--- src/rtl/cll_pkg.sv ---
// ----------------------------------------------------------------------------
// Cursor linked list package
// Shared types and constants for the cursor linked list engine.
// ----------------------------------------------------------------------------
package cll_pkg;

	localparam int CELLS = 128;
	localparam int IW = $clog2(CELLS);
	localparam logic [IW-1:0] FREE_HEAD = '0;
	localparam logic [IW-1:0] DATA_HEAD = IW'(CELLS - 1);

	typedef enum logic [2:0] {
		OP_INSERT = 3'd0,
		OP_DELETE = 3'd1,
		OP_GET    = 3'd2,
		OP_LOCATE = 3'd3,
		OP_PRED   = 3'd4,
		OP_SUCC   = 3'd5,
		OP_LENGTH = 3'd6,
		OP_CLEAR  = 3'd7
	} op_t;

	typedef struct packed {
		logic [2:0]         req_type;
		logic [7:0]         position;
		logic signed [31:0] value;
	} req_t;

	typedef struct packed {
		logic               status;
		logic signed [31:0] value_out;
		logic [6:0]         slot_index;
		logic [6:0]         count;
		logic               is_empty;
	} rsp_t;

endpackage

--- src/rtl/cursor_linked_list_engine.sv ---
// ----------------------------------------------------------------------------
// Cursor linked list engine
// A singly linked list kept in a fixed cell array, with a small sequencer.
// ----------------------------------------------------------------------------
// One request word enters on req (req_valid, req_stall) and exactly one
// response word leaves on rsp (rsp_valid, rsp_stall). Requests are insert,
// delete, get, locate, predecessor, successor, length and clear.
// The link memory has a registered read port, and each cell visited takes
// three steps (address, registered data, update).
// After reset a clearing pass writes the initial free chain into the link
// memory, one cell per cycle; requests wait meanwhile.
// A response stays on rsp while rsp_stall is high; the block takes no new
// request until its response has been delivered.
// ----------------------------------------------------------------------------
module cursor_linked_list_engine
	import cll_pkg::*;
(
	input  logic clk,
	input  logic arst_n,
	input  logic req_valid,
	output logic req_stall,
	input  req_t req,
	output logic rsp_valid,
	input  logic rsp_stall,
	output rsp_t rsp
);

	typedef enum logic [9:0] {
		S_INIT  = 10'b0000000001,
		S_IDLE  = 10'b0000000010,
		S_RADDR = 10'b0000000100,
		S_RDATA = 10'b0000001000,
		S_STEP  = 10'b0000010000,
		S_FIN1  = 10'b0000100000,
		S_FIN2  = 10'b0001000000,
		S_FIN3  = 10'b0010000000,
		S_FIN4  = 10'b0100000000,
		S_OUT   = 10'b1000000000
	} state_t;

	logic [IW-1:0] link_mem [CELLS];
	logic [31:0]   val_mem [CELLS];

	state_t        state_q;
	logic [IW-1:0] init_q;
	logic [IW:0]   count_q;
	logic [2:0]    op_q;
	logic [7:0]    pos_q;
	logic [31:0]   val_q;
	logic [IW-1:0] raddr_q;
	logic [IW-1:0] rdata_q;
	logic [31:0]   rval_q;
	logic [IW-1:0] cur_q;
	logic [IW-1:0] prev_q;
	logic [IW-1:0] aux_q;
	logic [IW-1:0] free_q;
	logic [8:0]    steps_q;
	logic          phase_q;
	logic [31:0]   aux_val_q;
	logic          we;
	logic [IW-1:0] waddr;
	logic [IW-1:0] wdata;
	logic          vwe;
	rsp_t          rsp_q;

	assign req_stall = (state_q != S_IDLE);
	assign rsp_valid = (state_q == S_OUT);
	assign rsp = rsp_q;

	always_ff @(posedge clk) begin
		if (we) begin
			link_mem[waddr] <= wdata;
		end
		if (vwe) begin
			val_mem[free_q] <= val_q;
		end
		rdata_q <= link_mem[raddr_q];
		rval_q <= val_mem[raddr_q];
	end

	// Walk: cur_q is the cell whose link is being read. phase selects the
	// two passes of insert, delete and clear.
	always_comb begin
		we = 1'b0;
		waddr = init_q;
		wdata = '0;
		vwe = 1'b0;
		case (state_q)
			S_INIT: begin
				we = 1'b1;
				wdata = (init_q < IW'(CELLS - 2)) ? init_q + 1'b1 : '0;
			end
			S_FIN1: begin
				case (op_q)
					OP_INSERT: begin
						we = 1'b1;
						waddr = FREE_HEAD;
						wdata = aux_q;
						vwe = 1'b1;
					end
					OP_DELETE: begin
						we = 1'b1;
						waddr = prev_q;
						wdata = aux_q;
					end
					OP_CLEAR: begin
						we = 1'b1;
						waddr = DATA_HEAD;
						wdata = '0;
					end
					default: ;
				endcase
			end
			S_FIN2: begin
				case (op_q)
					OP_INSERT: begin
						we = 1'b1;
						waddr = free_q;
						wdata = rdata_q;
					end
					OP_DELETE: begin
						we = 1'b1;
						waddr = cur_q;
						wdata = free_q;
					end
					OP_CLEAR: begin
						we = 1'b1;
						waddr = FREE_HEAD;
						wdata = aux_q;
					end
					default: ;
				endcase
			end
			S_FIN3: begin
				case (op_q)
					OP_INSERT: begin
						we = 1'b1;
						waddr = prev_q;
						wdata = free_q;
					end
					OP_DELETE: begin
						we = 1'b1;
						waddr = FREE_HEAD;
						wdata = cur_q;
					end
					OP_CLEAR: begin
						we = 1'b1;
						waddr = prev_q;
						wdata = free_q;
					end
					default: ;
				endcase
			end
			default: ;
		endcase
	end

	// Walk protocol: raddr_q set in S_IDLE or S_STEP and read in S_RADDR, data valid in S_STEP.
	always_ff @(posedge clk or negedge arst_n) begin
		if (!arst_n) begin
			state_q <= S_INIT;
			init_q <= '0;
			count_q <= '0;
			op_q <= '0;
			pos_q <= '0;
			val_q <= '0;
			raddr_q <= '0;
			cur_q <= '0;
			prev_q <= '0;
			aux_q <= '0;
			free_q <= '0;
			steps_q <= '0;
			phase_q <= 1'b0;
			rsp_q <= '0;
		end else begin
			case (state_q)
				S_INIT: begin
					init_q <= init_q + 1'b1;
					if (init_q == IW'(CELLS - 1)) begin
						state_q <= S_IDLE;
					end
				end
				S_IDLE: begin
					if (req_valid) begin
						op_q <= req.req_type;
						pos_q <= req.position;
						val_q <= req.value;
						rsp_q <= '0;
						steps_q <= '0;
						phase_q <= 1'b0;
						case (op_t'(req.req_type))
							OP_INSERT: begin
								if (req.position == 8'd0 ||
										{1'b0, req.position} > 9'(count_q) + 9'd1) begin
									rsp_q.status <= 1'b1;
									state_q <= S_FIN4;
								end else begin
									raddr_q <= FREE_HEAD;
									cur_q <= FREE_HEAD;
									state_q <= S_RADDR;
								end
							end
							OP_DELETE, OP_GET: begin
								if (req.position == 8'd0 ||
										{1'b0, req.position} > 9'(count_q)) begin
									rsp_q.status <= 1'b1;
									state_q <= S_FIN4;
								end else begin
									raddr_q <= DATA_HEAD;
									cur_q <= DATA_HEAD;
									state_q <= S_RADDR;
								end
							end
							OP_LOCATE, OP_PRED, OP_SUCC: begin
								if (op_t'(req.req_type) == OP_PRED && count_q == '0) begin
									rsp_q.status <= 1'b1;
									state_q <= S_FIN4;
								end else begin
									raddr_q <= DATA_HEAD;
									cur_q <= DATA_HEAD;
									state_q <= S_RADDR;
								end
							end
							OP_CLEAR: begin
								if (count_q == '0) begin
									state_q <= S_FIN4;
								end else begin
									raddr_q <= FREE_HEAD;
									cur_q <= FREE_HEAD;
									state_q <= S_RADDR;
								end
							end
							default: state_q <= S_FIN4;
						endcase
					end
				end
				S_RADDR: state_q <= S_RDATA;
				S_RDATA: state_q <= S_STEP;
				S_STEP: begin
					// rdata_q = link of raddr_q, rval_q = value of raddr_q
					steps_q <= steps_q + 1'b1;
					state_q <= S_RADDR;
					raddr_q <= rdata_q;
					prev_q <= cur_q;
					cur_q <= rdata_q;
					case (op_q)
						OP_INSERT: begin
							if (!phase_q) begin
								if (rdata_q == '0) begin
									rsp_q.status <= 1'b1;
									state_q <= S_FIN4;
								end else begin
									free_q <= rdata_q;
									phase_q <= 1'b1;
									steps_q <= '0;
									raddr_q <= rdata_q;
									cur_q <= rdata_q;
								end
							end else if (cur_q == free_q && steps_q == '0) begin
								// link of the new cell, then walk from the head
								aux_q <= rdata_q;
								raddr_q <= DATA_HEAD;
								cur_q <= DATA_HEAD;
								steps_q <= 9'd1;
							end else if (steps_q == 9'(pos_q)) begin
								prev_q <= cur_q;
								raddr_q <= cur_q;
								state_q <= S_FIN1;
							end
						end
						OP_DELETE: begin
							if (steps_q == 9'(pos_q) - 9'd1) begin
								prev_q <= cur_q;
								cur_q <= rdata_q;
								raddr_q <= rdata_q;
								phase_q <= 1'b1;
							end else if (phase_q) begin
								aux_q <= rdata_q;
								rsp_q.value_out <= rval_q;
								cur_q <= cur_q;
								prev_q <= prev_q;
								raddr_q <= FREE_HEAD;
								phase_q <= 1'b0;
								steps_q <= 9'h1ff;
							end else if (steps_q == 9'h1ff) begin
								free_q <= rdata_q;
								cur_q <= cur_q;
								prev_q <= prev_q;
								state_q <= S_FIN1;
							end
						end
						OP_GET: begin
							if (steps_q == 9'(pos_q)) begin
								rsp_q.value_out <= rval_q;
								state_q <= S_FIN4;
							end
						end
						OP_LOCATE, OP_SUCC: begin
							if (steps_q != '0 && rval_q == val_q && !phase_q) begin
								if (op_q == OP_LOCATE) begin
									rsp_q.slot_index <= 7'(cur_q);
									state_q <= S_FIN4;
								end else if (rdata_q == '0) begin
									rsp_q.status <= 1'b1;
									state_q <= S_FIN4;
								end else begin
									phase_q <= 1'b1;
								end
							end else if (phase_q) begin
								rsp_q.value_out <= rval_q;
								state_q <= S_FIN4;
							end else if (rdata_q == '0) begin
								rsp_q.status <= 1'b1;
								state_q <= S_FIN4;
							end
						end
						OP_PRED: begin
							if (steps_q >= 9'd2 && rval_q == val_q) begin
								rsp_q.value_out <= aux_val_q;
								state_q <= S_FIN4;
							end else if (rdata_q == '0) begin
								rsp_q.status <= 1'b1;
								state_q <= S_FIN4;
							end
						end
						OP_CLEAR: begin
							if (!phase_q) begin
								aux_q <= rdata_q;
								phase_q <= 1'b1;
								raddr_q <= DATA_HEAD;
								cur_q <= DATA_HEAD;
							end else if (steps_q == 9'd1) begin
								free_q <= rdata_q;
							end else if (rdata_q == '0) begin
								prev_q <= cur_q;
								free_q <= aux_q;
								aux_q <= free_q;
								state_q <= S_FIN1;
							end
						end
						default: state_q <= S_FIN4;
					endcase
				end
				S_FIN1: state_q <= S_FIN2;
				S_FIN2: state_q <= S_FIN3;
				S_FIN3: begin
					state_q <= S_FIN4;
					case (op_q)
						OP_INSERT: count_q <= count_q + 1'b1;
						OP_DELETE: count_q <= count_q - 1'b1;
						OP_CLEAR:  count_q <= '0;
						default: ;
					endcase
				end
				S_FIN4: begin
					rsp_q.count <= 7'(count_q);
					rsp_q.is_empty <= (count_q == '0);
					state_q <= S_OUT;
				end
				S_OUT: begin
					if (!rsp_stall) begin
						state_q <= S_IDLE;
					end
				end
				default: state_q <= S_IDLE;
			endcase
		end
	end

	always_ff @(posedge clk) begin
		if (state_q == S_STEP) begin
			aux_val_q <= rval_q;
		end
	end

	assert property (@(posedge clk) disable iff (!arst_n)
		rsp_valid && rsp_stall |=> rsp_valid && $stable(rsp))
		else $error("response changed while stalled");
	assert property (@(posedge clk) disable iff (!arst_n)
		count_q <= (IW+1)'(CELLS - 2))
		else $error("element count above capacity");
	assert property (@(posedge clk) disable iff (!arst_n)
		rsp_valid |-> rsp.is_empty == (rsp.count == '0))
		else $error("empty flag disagrees with count");

endmodule
--- config.mk ---
export PLATFORM = sky130hd
export DESIGN_NAME = cursor_linked_list_engine
export DESIGN_NICKNAME = d
export VERILOG_FILES = /design/src/rtl/cll_pkg.sv /design/src/rtl/cursor_linked_list_engine.sv
export SDC_FILE = /design/constraint.sdc
export NUM_CORES = 2
export LEC_CHECK = 0
export CORE_MARGIN = 3
export CORE_UTILIZATION = 30
export DETAILED_ROUTE_END_ITERATION = 16
export DONT_BUFFER_PORTS = 1
export GPL_TIMING_DRIVEN = 1
export PLACE_DENSITY = 0.45
export SETUP_SLACK_MARGIN = 0.5
export SYNTH_ARGS = -nofsm -noshare
export SYNTH_HDL_FRONTEND = slang
export SYNTH_MEMORY_MAX_BITS = 65536
export SYNTH_SLANG_ARGS = --single-unit
export TNS_END_PERCENT = 50
--- constraint.sdc ---
create_clock -name clk -period 9.3 [get_ports clk]
set_input_delay 0.465 -clock clk [delete_from_list [all_inputs] [get_ports clk]]
set_output_delay 0.465 -clock clk [all_outputs]
set_load 0.02 [all_outputs]
==> summary.md <==
| Metric | Value |
|---|---|
| Worst-case clock buffer depth | `4` |
| Max-slew violations | `1` |
| # clock sinks | `5224` |
| Final period util | `53.9%` |
| Hold Buf Count CTS | `65` |
| Number of synthesized flops with an enable pin | `5024` |
| Buffer and inverter count on the worst path | `1` |
| Top_reg_cell synth | `edfxtp_1` |
| Critical path class | `reg -> reg` |
| Final Skew | `0.0578 ns` |
| Worst setup EP type | `flip-flop` |
| Setup violations, final | `0` |
| Crit-path cells | `nor2_4 > nand2_1 > inv_1 > nand3_1 > a21oi_2 > a21oi_1 > o21ai_1 > nand3b_1 > nor2_1` |
| Row cnt | `301` |
| Share of cells above drive strength 1 | `30.5%` |
| Final wirelength | `589000 µm` |
| Synth area leaders | `edfxtp_1 (75%), mux4_2 (18%), dfrtp_1 (2.0%)` |
| Cell family with most CP delay | `simple AND/OR/NAND/NOR gates` |
| Inserted Clock Buffers | `575` |
| Yosys top cell area share | `74.5%` |
| WL/cell | `31.7 µm` |
| DR iter-0 viols | `9919` |
| Crit path largest cell delay | `0.78 ns` |
| Hpwl dp | `328000 µm` |
| Yosys reg bits | `5224` |
| CP max-delay cell | `o21ai_1` |
| Length of the first detailed-routing pass in iterations | `6` |
| Max-cap violations | `1` |
| Total power | `71.8 mW` |
| FFs w/ async S/R, synth | `3.08%` |
| IO buf count | `0` |
| Commonest non-fill, non-tap cell in the layout | `edfxtp_1` |
| Dominant cell type by area after synthesis | `edfxtp_1` |
| Final setup TNS | `0 ns` |
| Failing checks | `max-capacitance violations, max-slew violations` |
| Maximum vdd drop | `0.248 mV` |
| Most frequent cells in the layout | `edfxtp_1 (5024), mux4_2 (1599), clkbuf_16 (586), buf_4 (251), nand2_1 (218)` |
| Synth Instances | `8729` |
| H-tree levels | `6` |
| CP Launch Type | `flip-flop` |
| Global Route Usage Sum | `16.9%` |
| Post-route ant nets | `0` |
| Leak Pwr | `70.1 nW` |
| Fill count | `61700` |
| DRC Markers | `0` |
| CTS tree | `built` |
| Largest net degree at the start of global routing | `162` |
| Avg Synthesized Cell Area | `23.2 µm²` |
| Worst min path class | `in -> reg` |
| CP Data Required Time | `9.98 ns` |
| Horiz. Die Dim | `827 µm` |
| Yosys cell types | `91` |
| Vias | `94800` |
| Via density | `5.10` |
| Syn nets | `8808` |
| Power Density | `307 nW/µm²` |
| Max-slew headroom | `-2.81%` |
| First-pass GRT wire length | `815000 µm` |
| Reg2Reg Setup Slack | `4.28 ns` |
| Initial Utilization | `30.1%` |
| Die Y | `827 µm` |
| CP Max Fanout | `19` |
| Total I/O pin count | `97` |
| Outcome | `finished with violations` |
| Mapped cell area | `202000 µm²` |
| CP arrival | `5.70 ns` |
| Seq/Total Area, Yosys | `76.9%` |
| Fmax | `199 MHz` |
| DIE AREA | `685000 µm²` |
| CTS clk-pin slew, worst paths | `0.06 ns` |
| Placer's final routability congestion estimate | `0.775` |
| Core box area | `672000 µm²` |
| Vias in the first global route | `99100` |
| Clock Tree Root | `clkbuf_16` |
| Fin. Hold Viols | `0` |
| RSZ-0062 raised after global routing | `false` |
| Post_cts resized | `0` |
| Initial antenna violation count | `37` |
| Ys Warns | `0` |
| Fin nets | `9250` |
| Clock Latency Late Sink | `1.04 ns` |
| Slew @ Worst Pin | `1.50 ns` |
| Layout area overhead | `15.7%` |
| Tmin final | `5.02 ns` |
| GRT overflow | `0` |
| Setup Fix Bufs, Post-CTS | `0` |
[metal layers]
layer  share of wire, %  vias to the layer above  global-route usage, %  wire, µm
li1                   -                    38200                      -         -
met1                 42                    52800                   22.9    247000
met2                 50                     3060                   28.8    295000
met3                5.3                      729                   2.29     31400
met4                2.6                        0                   4.06     15200
met5                  0                        -                      0         0
[area by class of cell]
cell class	count	area (µm²)	area share [%]
Antenna cell	10	25.0	0.0107
Clock buffer	751	15500	6.62
Clock inverter	291	2590	1.10
Inverter	34	128	0.0545
Multi-Input combinational cell	2992	45900	19.6
Sequential cell	5224	156000	66.5
Tap cell	8938	11200	4.77
Timing Repair Buffer	344	3080	1.32
[cell families (layout without fill, tap and decap cells)]
family          count (synthesis)  in the layout  share of synthesized area, %
other cells                     0             10                             0
xor+xnor                       75             75                         0.325
buf+inv                       513           1420                         0.976
fa+ha+maj                      32             32                         0.202
mux                          1778           1778                          18.7
compound gates                347            347                          1.18
flops                        5224           5224                          76.9
simple gates                  760            760                          1.67
[synthesized netlist by cell type (10+ instances only)]
master       n
mux2_2      40
nor2_1     322
ha_1        31
buf_1      153
inv_1       33
xnor2_1     30
and3_1      18
nand2b_1    14
edfxtp_1  5024
nand2_1    230
o21ai_1     34
nand4_1     18
dfrtp_1    160
nor2b_1     11
nor4_1      18
a31oi_1     17
buf_2       34
dfxtp_1     39
clkbuf_1   290
nand3_1     63
o21ai_0     58
nor3_1      19
o21a_1      43
a21oi_1     42
xor2_1      45
a22oi_1     44
mux4_2    1599
mux2i_1    125
o211ai_1    10
[per-stage QoR]
stage	cells	util, %	setup WS [ns]	cell area [µm²]	hold slack [ns]
global route	18600	34.8	4.07	234000	0.0637
global placement	17500	32.0	3.72	215000	0.175
detailed placement	17500	32.0	4.24	215000	0.174
floorplan	8729	-	1.52	202000	0.169
CTS	18600	34.8	4.30	234000	0.00232
finish	18600	34.8	4.28	234000	0.111
[state kept, by name (all words and copies together), names as in the netlist, 8 cells and up]
register   cells
rval_q        32
val_q         32
pos_q          8
count_q        8
steps_q        9
state_q       10
val_mem     4096
aux_val_q     32
rsp           48
link_mem     896
[power breakdown]
part	total [mW]	leakage [nW]	internal, mW	switching [mW]
Clock	22.0	8.81	12.7	9.31
Sequential	30.7	46.0	28.6	2.13
Combinational	19.1	15.3	7.42	11.7
Total	71.8	70.1	48.7	23.1
[final timing paths]
kind / from / end / cells past startpoint
min in group asynchronous: arst_n / prev_q[6] / 2
hold / removal: req[20] / val_q[20] / 3
hold reg to reg: rval_q[18] / aux_val_q[18] / 0
setup reg to reg: op_q[2] / link_mem[89][6] / 9
setup / recovery: op_q[2] / link_mem[89][6] / 9
max in group asynchronous: arst_n / val_q[10] / 2
[worst register-to-register path: stages, from the launching register on]
cell and delay [ns]:
dfrtp_1 0.62, nor2_4 0.52, nand2_1 0.38, inv_1 0.20, nand3_1 0.15, a21oi_2 0.37
a21oi_1 0.22, o21ai_1 0.78, nand3b_1 0.71, nor2_1 0.74
No activity file was read; power rests on OpenSTA's default activity.
